File: config.mk
export PLATFORM = sky130hd
export DESIGN_NAME = gbrc_front
export DESIGN_NICKNAME = d
export VERILOG_FILES = /design/src/rtl/gbrc_pkg.sv /design/src/rtl/gbrc_front.sv
export SDC_FILE = /design/constraint.sdc
export NUM_CORES = 2
export LEC_CHECK = 0
export BUFFER_PORTS_ARGS = -buffer_cell sky130_fd_sc_hd__buf_4
export CAP_MARGIN = 40
export CELL_PAD_IN_SITES_DETAIL_PLACEMENT = 2
export CELL_PAD_IN_SITES_GLOBAL_PLACEMENT = 2
export CORE_MARGIN = 4
export CORE_UTILIZATION = 33
export CTS_CLUSTER_SIZE = 14
export DETAILED_ROUTE_END_ITERATION = 8
export PLACE_DENSITY_LB_ADDON = 0.1
export SETUP_SLACK_MARGIN = 0.05
export SYNTH_ARGS = -nofsm -noshare
export SYNTH_HDL_FRONTEND = slang
export SYNTH_SLANG_ARGS = --single-unit
File: constraint.sdc
create_clock -name clk -period 9.16 [get_ports clk]
set_input_delay 0.916 -clock clk [delete_from_list [all_inputs] [get_ports clk]]
set_output_delay 0.916 -clock clk [all_outputs]
set_load 0.01 [all_outputs]
File: src/rtl/gbrc_pkg.sv
// Shared types, constants and coefficient tables for the green-band converter.
package gbrc_pkg;

  localparam int FRAC_BITS = 28;
  localparam int LOGF      = 24;
  localparam int RW        = 32;
  localparam int WW        = 14;
  localparam int NBANDS    = 4;
  localparam int SELW      = 2;
  localparam int NW        = 16;

  localparam longint MICRO       = 64'sd1000000;
  localparam longint LOG2_10_Q30 = 64'sd3566893132;
  localparam longint ONE         = 64'sd1 <<< FRAC_BITS;

  // Rounding terms for half-away-from-zero conversion of the coefficients.
  localparam longint HALF_MICRO = MICRO / 2;
  localparam longint B1_DEN     = MICRO * 64;
  localparam longint B1_HALF    = B1_DEN / 2;

  localparam logic [WW-1:0] PASS_LO = 14'd5530;
  localparam logic [WW-1:0] PASS_HI = 14'd5570;

  typedef enum logic [1:0] {
    ST_PASS    = 2'd0,
    ST_CONV    = 2'd1,
    ST_UNSUP   = 2'd2,
    ST_INVALID = 2'd3
  } status_t;

  // Item state carried down the pipeline beside the arithmetic.
  typedef struct packed {
    logic            pow;
    status_t         status;
    logic [RW-1:0]   res;
  } item_t;

  function automatic longint unsigned isqrt64(longint unsigned v);
    longint unsigned r;
    longint unsigned t;
    r = 0;
    for (int b = 31; b >= 0; b--) begin
      t = r | (64'd1 << b);
      if (t * t <= v) begin
        r = t;
      end
    end
    return r;
  endfunction

  // 2^(2^-k) in Q30 via chained floor square roots.
  function automatic logic [31:0] tpow(int k);
    longint unsigned t;
    t = isqrt64(64'd1 << 61);
    for (int j = 2; j <= k; j++) begin
      t = isqrt64(t << 30);
    end
    return t[31:0];
  endfunction

  localparam longint C_CTR [NBANDS] = '{5470, 5500, 5600, 5650};
  localparam longint C_SW  [NBANDS] = '{1723, 1597, 1148, 891};
  localparam longint C_A1  [NBANDS] = '{986000, 988000, 1023000, 1039000};
  localparam longint C_B1  [NBANDS] = '{81495, 62195, -103624, -183044};
  localparam longint C_A2  [NBANDS] = '{1031000, 1014000, 979000, 971000};
  localparam longint C_B2  [NBANDS] = '{216, 128, -121, -170};

  localparam logic [WW-1:0] BAND_LO [NBANDS] = '{
    WW'(C_CTR[0] - 20), WW'(C_CTR[1] - 20), WW'(C_CTR[2] - 20), WW'(C_CTR[3] - 20)};
  localparam logic [WW-1:0] BAND_HI [NBANDS] = '{
    WW'(C_CTR[0] + 20), WW'(C_CTR[1] + 20), WW'(C_CTR[2] + 20), WW'(C_CTR[3] + 20)};

  // sw, a1 and a2 are positive in every band.
  localparam logic signed [RW-1:0] SW_Q [NBANDS] = '{
    RW'((C_SW[0] * ONE + HALF_MICRO) / MICRO), RW'((C_SW[1] * ONE + HALF_MICRO) / MICRO),
    RW'((C_SW[2] * ONE + HALF_MICRO) / MICRO), RW'((C_SW[3] * ONE + HALF_MICRO) / MICRO)};
  localparam logic signed [RW-1:0] A1_Q [NBANDS] = '{
    RW'(((C_A1[0] <<< 30) + HALF_MICRO) / MICRO),
    RW'(((C_A1[1] <<< 30) + HALF_MICRO) / MICRO),
    RW'(((C_A1[2] <<< 30) + HALF_MICRO) / MICRO),
    RW'(((C_A1[3] <<< 30) + HALF_MICRO) / MICRO)};
  localparam logic signed [RW-1:0] A2_Q [NBANDS] = '{
    RW'(((C_A2[0] <<< 30) + HALF_MICRO) / MICRO),
    RW'(((C_A2[1] <<< 30) + HALF_MICRO) / MICRO),
    RW'(((C_A2[2] <<< 30) + HALF_MICRO) / MICRO),
    RW'(((C_A2[3] <<< 30) + HALF_MICRO) / MICRO)};
  localparam logic signed [RW-1:0] B2_Q [NBANDS] = '{
    RW'(C_B2[0] >= 0 ? (C_B2[0] * ONE + HALF_MICRO) / MICRO
                     : -((-C_B2[0] * ONE + HALF_MICRO) / MICRO)),
    RW'(C_B2[1] >= 0 ? (C_B2[1] * ONE + HALF_MICRO) / MICRO
                     : -((-C_B2[1] * ONE + HALF_MICRO) / MICRO)),
    RW'(C_B2[2] >= 0 ? (C_B2[2] * ONE + HALF_MICRO) / MICRO
                     : -((-C_B2[2] * ONE + HALF_MICRO) / MICRO)),
    RW'(C_B2[3] >= 0 ? (C_B2[3] * ONE + HALF_MICRO) / MICRO
                     : -((-C_B2[3] * ONE + HALF_MICRO) / MICRO))};
  localparam logic signed [RW-1:0] B1_Q [NBANDS] = '{
    RW'(C_B1[0] >= 0 ? (C_B1[0] * LOG2_10_Q30 + B1_HALF) / B1_DEN
                     : -((-C_B1[0] * LOG2_10_Q30 + B1_HALF) / B1_DEN)),
    RW'(C_B1[1] >= 0 ? (C_B1[1] * LOG2_10_Q30 + B1_HALF) / B1_DEN
                     : -((-C_B1[1] * LOG2_10_Q30 + B1_HALF) / B1_DEN)),
    RW'(C_B1[2] >= 0 ? (C_B1[2] * LOG2_10_Q30 + B1_HALF) / B1_DEN
                     : -((-C_B1[2] * LOG2_10_Q30 + B1_HALF) / B1_DEN)),
    RW'(C_B1[3] >= 0 ? (C_B1[3] * LOG2_10_Q30 + B1_HALF) / B1_DEN
                     : -((-C_B1[3] * LOG2_10_Q30 + B1_HALF) / B1_DEN))};

endpackage

File: src/rtl/gbrc_front.sv
// Front stages: band decode, branch choice, linear form, log2 normalization.
module gbrc_front (
  input  logic                          clk,
  input  logic                          rst,
  input  logic                          adv,
  input  logic                          in_valid,
  input  logic signed [gbrc_pkg::RW-1:0] rrs_in,
  input  logic [gbrc_pkg::WW-1:0]       wavelength_tenths,
  output logic                          valid,
  output gbrc_pkg::item_t               item,
  output logic [gbrc_pkg::SELW-1:0]     sel,
  output logic [gbrc_pkg::RW-1:0]       mant,
  output logic signed [gbrc_pkg::RW-1:0] lq
);

  // stage 1
  logic                          v1;
  logic signed [gbrc_pkg::RW-1:0] r1;
  logic                          pass1, hit1;
  logic [gbrc_pkg::SELW-1:0]     sel1;
  logic                          hit_c;
  logic [gbrc_pkg::SELW-1:0]     sel_c;

  always_comb begin
    hit_c = 1'b0;
    sel_c = '0;
    for (int i = gbrc_pkg::NBANDS - 1; i >= 0; i--) begin
      if (wavelength_tenths >= gbrc_pkg::BAND_LO[i] &&
          wavelength_tenths <= gbrc_pkg::BAND_HI[i]) begin
        hit_c = 1'b1;
        sel_c = gbrc_pkg::SELW'(i);
      end
    end
  end

  always_ff @(posedge clk) begin
    if (rst) begin
      v1 <= 1'b0;
    end else if (adv) begin
      v1 <= in_valid;
    end
    if (adv) begin
      r1    <= rrs_in;
      pass1 <= wavelength_tenths >= gbrc_pkg::PASS_LO &&
               wavelength_tenths <= gbrc_pkg::PASS_HI;
      hit1  <= hit_c;
      sel1  <= sel_c;
    end
  end

  // stage 2
  logic                          v2;
  logic signed [gbrc_pkg::RW-1:0] r2;
  logic signed [63:0]            prod2;
  gbrc_pkg::status_t             st2;
  logic                          pow2;
  logic [gbrc_pkg::SELW-1:0]     sel2;
  logic [gbrc_pkg::RW-1:0]       m2;
  logic signed [gbrc_pkg::RW-1:0] lq2;
  gbrc_pkg::status_t             st_c;
  logic                          pow_c;
  logic [4:0]                    p_c;
  logic [gbrc_pkg::RW-1:0]       rpos;

  always_comb begin
    st_c  = gbrc_pkg::ST_CONV;
    pow_c = 1'b0;
    priority if (pass1) begin
      st_c = gbrc_pkg::ST_PASS;
    end else if (!hit1) begin
      st_c = gbrc_pkg::ST_UNSUP;
    end else if (r1 < gbrc_pkg::SW_Q[sel1]) begin
      if (r1 <= 0) begin
        st_c = gbrc_pkg::ST_INVALID;
      end else begin
        pow_c = 1'b1;
      end
    end else begin
      st_c = gbrc_pkg::ST_CONV;
    end
    rpos = r1;
    p_c  = '0;
    for (int b = 1; b <= 30; b++) begin
      if (rpos[b]) begin
        p_c = 5'(b);
      end
    end
  end

  always_ff @(posedge clk) begin
    if (rst) begin
      v2 <= 1'b0;
    end else if (adv) begin
      v2 <= v1;
    end
    if (adv) begin
      r2    <= r1;
      prod2 <= 64'(r1) * 64'(gbrc_pkg::A2_Q[sel1]);
      st2   <= st_c;
      pow2  <= pow_c;
      sel2  <= sel1;
      m2    <= rpos << (5'd31 - p_c);
      lq2   <= (gbrc_pkg::RW'(signed'({1'b0, p_c})) - gbrc_pkg::RW'(gbrc_pkg::FRAC_BITS))
               <<< gbrc_pkg::LOGF;
    end
  end

  // stage 3: linear result and output mux
  logic signed [63:0] lin_c;
  logic [gbrc_pkg::RW-1:0] res_c;

  always_comb begin
    lin_c = ((prod2 + (64'sd1 <<< 29)) >>> 30) - 64'(gbrc_pkg::B2_Q[sel2]);
    res_c = '0;
    if (st2 == gbrc_pkg::ST_PASS) begin
      res_c = r2;
    end else if (st2 == gbrc_pkg::ST_CONV && !pow2) begin
      if (lin_c > 64'sd2147483647) begin
        res_c = 32'h7fff_ffff;
      end else if (lin_c < -64'sd2147483648) begin
        res_c = 32'h8000_0000;
      end else begin
        res_c = lin_c[31:0];
      end
    end
  end

  always_ff @(posedge clk) begin
    if (rst) begin
      valid <= 1'b0;
    end else if (adv) begin
      valid <= v2;
    end
    if (adv) begin
      item.pow    <= pow2;
      item.status <= st2;
      item.res    <= res_c;
      sel         <= sel2;
      mant        <= m2;
      lq          <= lq2;
    end
  end

endmodule

# Yosys cells after proc, flatten, opt, wreduce, memory -nomap -nowiden
# Cells that the tools add are included.
# word_totals
regBits	257
latch_bits	0
ramBits	0
rom_bits	0
in_bits	50
output_inout_bits	102
wordCells	112
memories	0
# classes
n_addsub	4
multipliers	1
div_mod_pow	0
order_cmp	16
n_eq_ne	1
n_shift	1
muxes	51
bitwise_logic	4
reduce_logical	12
# ops
cell	n
$mux 32	10
$bmux 32 s2	3
$mux 5	29
$ge 14x13->1 const B	5
$le 14x13->1 const B	5
$add 64x31->64 const B	1
$mul 32x32->64	1
$gt 35x32->1 const B	1
$lt 35x32->1 const B	1
$sub 34x32->35	1
$le 32x1->1 const B	1
$lt 32x32->1	1
$shl 32x5->32	1
$mux 2	5
$ge 3x3->1 const B	2
$logic_and 1x1->1	6
$not 2->3	2
$reduce_or 3->1	2
$sub 5x5->6 const B	1
$sub 5x5->5 const A	1
$mux 1	4
$reduce_or 2->1	2
$eq 2x1->1 const B	1
$logic_not 2->1	1
2 further kinds	3

# Longest topological paths before layout
# logic_depth
depth_word	32
ltp_mapped	35
ltp_nobuf	31

# Worst setup path after synthesis
# No wires, ideal clock.
# synth_path
kind	register to register
from	reg sel1[1] (netlist name)
to	reg prod2[60], data pin
setup_time_ns	0.261
t_arrival_ns	9.122
required_ns	8.899
slack_ns	-0.223
path_stages_with_launch	34
n_path_buf	5
synth_period_minus_slack_ns	9.383
cell_sequence	edfxtp_1 > clkbuf_1 > inv_1 > clkbuf_1 > buf_1 > ha_1 > clkbuf_1 > clkbuf_1 > nand2b_1 > fa_1 > inv_1 > fa_1 > fa_1 > inv_1 > fa_1 > inv_1 > fa_1 > inv_1 > fa_1 > inv_1 > fa_1 > inv_1 > fa_1 > inv_1 > ha_1 > nor3_1 > a211o_1 > a32oi_1 > nand2_1 > o31ai_2 > a21oi_1 > o21ai_1 > nor4_1 > a311o_1
# synth_via
elab_chain_len	5
# synth_lines
element	line	text
start: declaration	gbrc_front.sv:20	logic [gbrc_pkg::SELW-1:0] sel1;
start signal: assignment	gbrc_front.sv:47	sel1 <= sel_c;
$not 2->3 (implied by the code)	gbrc_front.sv:98	prod2 <= 64'(r1) * 64'(gbrc_pkg::A2_Q[sel1]);
$bmux 32 s2	gbrc_front.sv:98	
$mux 32 (implied by the code) (2 in a row)	gbrc_front.sv:98	
$mul 32x32->64	gbrc_front.sv:98	
end signal: assignment	gbrc_front.sv:98	
end: declaration	gbrc_front.sv:54	logic signed [63:0] prod2;
# Every way passes these cells. The select of a mux whose other input is x is not followed.
# A chain may end at the register's enable or synchronous reset.

# Worst setup path in the final report
# layout_path
from	reg sel1[1] (netlist name)
to	reg prod2[63], data pin
# Same word-level chain as after synthesis.

==> results.cfg <==
[grt]
grt.overflow.total = 0
grt_busiest_layer = met2
grt_pass1_wl_um = 249000
grt_use_total_pct = 25.1
met1_usage_pct = 31.7
met2_usage_pct = 46.8
grtUsageMet3_pct = 1.29
grt_pass1_vias = 35800
grt_max_degree = 102
antenna_found_initial = 3

[placed_design]
hpwlAfterDp_um = 150000
io_buffers = 127
gp_congestion = 0.933
dp_cells = 6150

[setup_path]
crit_path_start = sel1[1]
start_kind = flip-flop
crit_path_frequent_cell = fa_1
critPathMaxFanout = 18
critPathSlowestCell = fa_1
critPathKind = flip-flop to flip-flop
crit_arrival_ps = 9140
critPathCaptureType = flip-flop
crit_path_max_incr_delay_ps = 580
cp.required_ps = 9580
r2r_start = sel1[1]

[drt]
drc = 0
wl_per_cell_um = 27.2
drt_iter0_markers = 1436
finalWirelength_um = 168000
drt_pass1_iterations = 5
via_per_inst = 4.90
antenna_left = 0
vias = 30400

[cts]
cts_buffers = 23
cts_tree = built
clock_latency_ps = 570
htreeDepth = 1
holdBufCountCts = 0
clk_pin_slew_ps = 70
clockBufferDepth = 3
cts.sinks = 224
root_buffer = clkbuf_16

[min_path]
min_from = m2[10]
min-delay-path-class = flip-flop to flip-flop

[sta]
tns_ps = 0
max_slew_margin_pct = 38.1
finalClockSkew_ps = 24.5
fmax_ghz = 0.115
max_slew.worst_pin.slew_ps = 929
fin_crit_ps = 8710
final_hold_viol_count = 0
fin_crit_sh_pct = 95.1
slew_violations = 0
setup_violations = 0
rsz0062_at_grt = true

[floorplan]
core_um2 = 129000
rows = 132
die_w_um = 369
initial_core_util_pct = 33.2
die_h_um = 369
dieArea_um2 = 136000
ios = 152

[yosys]
synth.avg_cell_area_um2 = 10.3
yosysSeqAreaShare_pct = 15.6
yosysWarnings = 0
yosysUniqueCellTypes = 84
ys_ff_latch = 224
async_reset_ff_share_pct = 0
synth.cell_area_um2 = 42900
synth_edf_count = 221
ys.flop_type = edfxtp_1
syn_inst = 4182

[status]
status = complete, no violations

[cells_and_area]
drive_gt1_share_pct = 10.6
final_common_cell = inv_1
nets = 5726
area_growth_pct = 12.4
layout_common_cells = 1099 x inv_1, 908 x fa_1, 356 x buf_4
instances_no_fill = 6198

[flow_run]
maxCapViolations = 0
-- final timing paths --
path | to | slack (ps) | cells past startpoint
setup reg to reg | prod2[63] | 450 | 33
setup / recovery | prod2[63] | 450 | 33
hold / removal | mant[10] | 420 | 0
hold reg to reg | mant[10] | 420 | 0
-- metrics by stage --
step	hold WS [ps]	cell area [um^2]	util, %	setup WS (ps)
after global routing	428	48300	37.3	19.0
after floorplan	400	43000	-	88.4
after CTS	422	48100	37.2	75.6
final	420	48300	37.3	445
after global placement	402	47300	36.6	117
after detailed placement	407	47300	36.6	12.2
-- area by class of cell --
class	count	area (um^2)
Fill cell	13900	81100
Multi-Input combinational cell	2717	31500
Sequential cell	224	6700
Inverter	1105	4160
Timing Repair Buffer	368	2900
Tap cell	1742	2180
Clock buffer	30	612
Clock inverter	11	176
Antenna cell	1	2.50
-- cells by family after synthesis --
kind of cell,share of synthesized area [%]
DFF,15.6
buffers and inverters,11.4
xor gates and xnor gates,4.50
adders and majority gates,52.1
and+or+nand+nor,7.68
AOI/OAI and AO/OA,7.32
muxes,1.41
other,0.00873
-- state kept, by name (all words and copies together), names as in the netlist, 2 cells and up --
signal and count:
item 35, mant 32, st2 2, lq 6
sel1 2, lq2 6, r1 32, m2 32
sel 2, r2 32, prod2 35, sel2 2
-- metal layers --
metal	vias up	share of wire [%]
met4	0	3.2
met1	16400	42
li1	13400	-
met5	-	0
met2	417	53
met3	149	1.7
-- repair_timing --
| action | in CTS | in global routing |
|---|---|---|
| pin swaps | 0 | 2 |
| setup endpoints to repair | 4 | 13 |
| setup buffers | 0 | 6 |
| resized for setup | 3 | 16 |
-- critical path, delay by kind of cell, from the launching register on --
family	cells	cell delay, ps
and+or+nand+nor	5	1080
DFF	1	410
AOI/OAI and AO/OA	7	1080
adders and majority gates	10	4330
xor gates and xnor gates	1	140
buffers and inverters	10	1480
-- cells in the mapped netlist, drive strengths merged, types with 15 or more instances --
master,count,area share (%)
inv,1105,9.7
a21oi,119,1.4
fa,909,42
xnor2,142,2.9
nor2b,53,0.77
clkbuf,105,0.92
nand2b,38,0.55
nand3,39,0.45
o21ai,82,0.96
a31o,26,0.53
nor4,15,0.22
buf,56,0.81
a21o,41,0.72
edfxtp,221,15
xor2,78,1.6
ha,328,9.6
o21bai,28,0.49
a221o,34,0.79
mux2i,48,1.1
nor2,150,1.3
and3,20,0.30
and2,25,0.36
a31oi,31,0.45
nor3,36,0.42
nand2,292,2.6
Power is left out: the tool's default activity adds up to more than one toggle a clock period on the data nets, which glitch-free logic cannot reach.
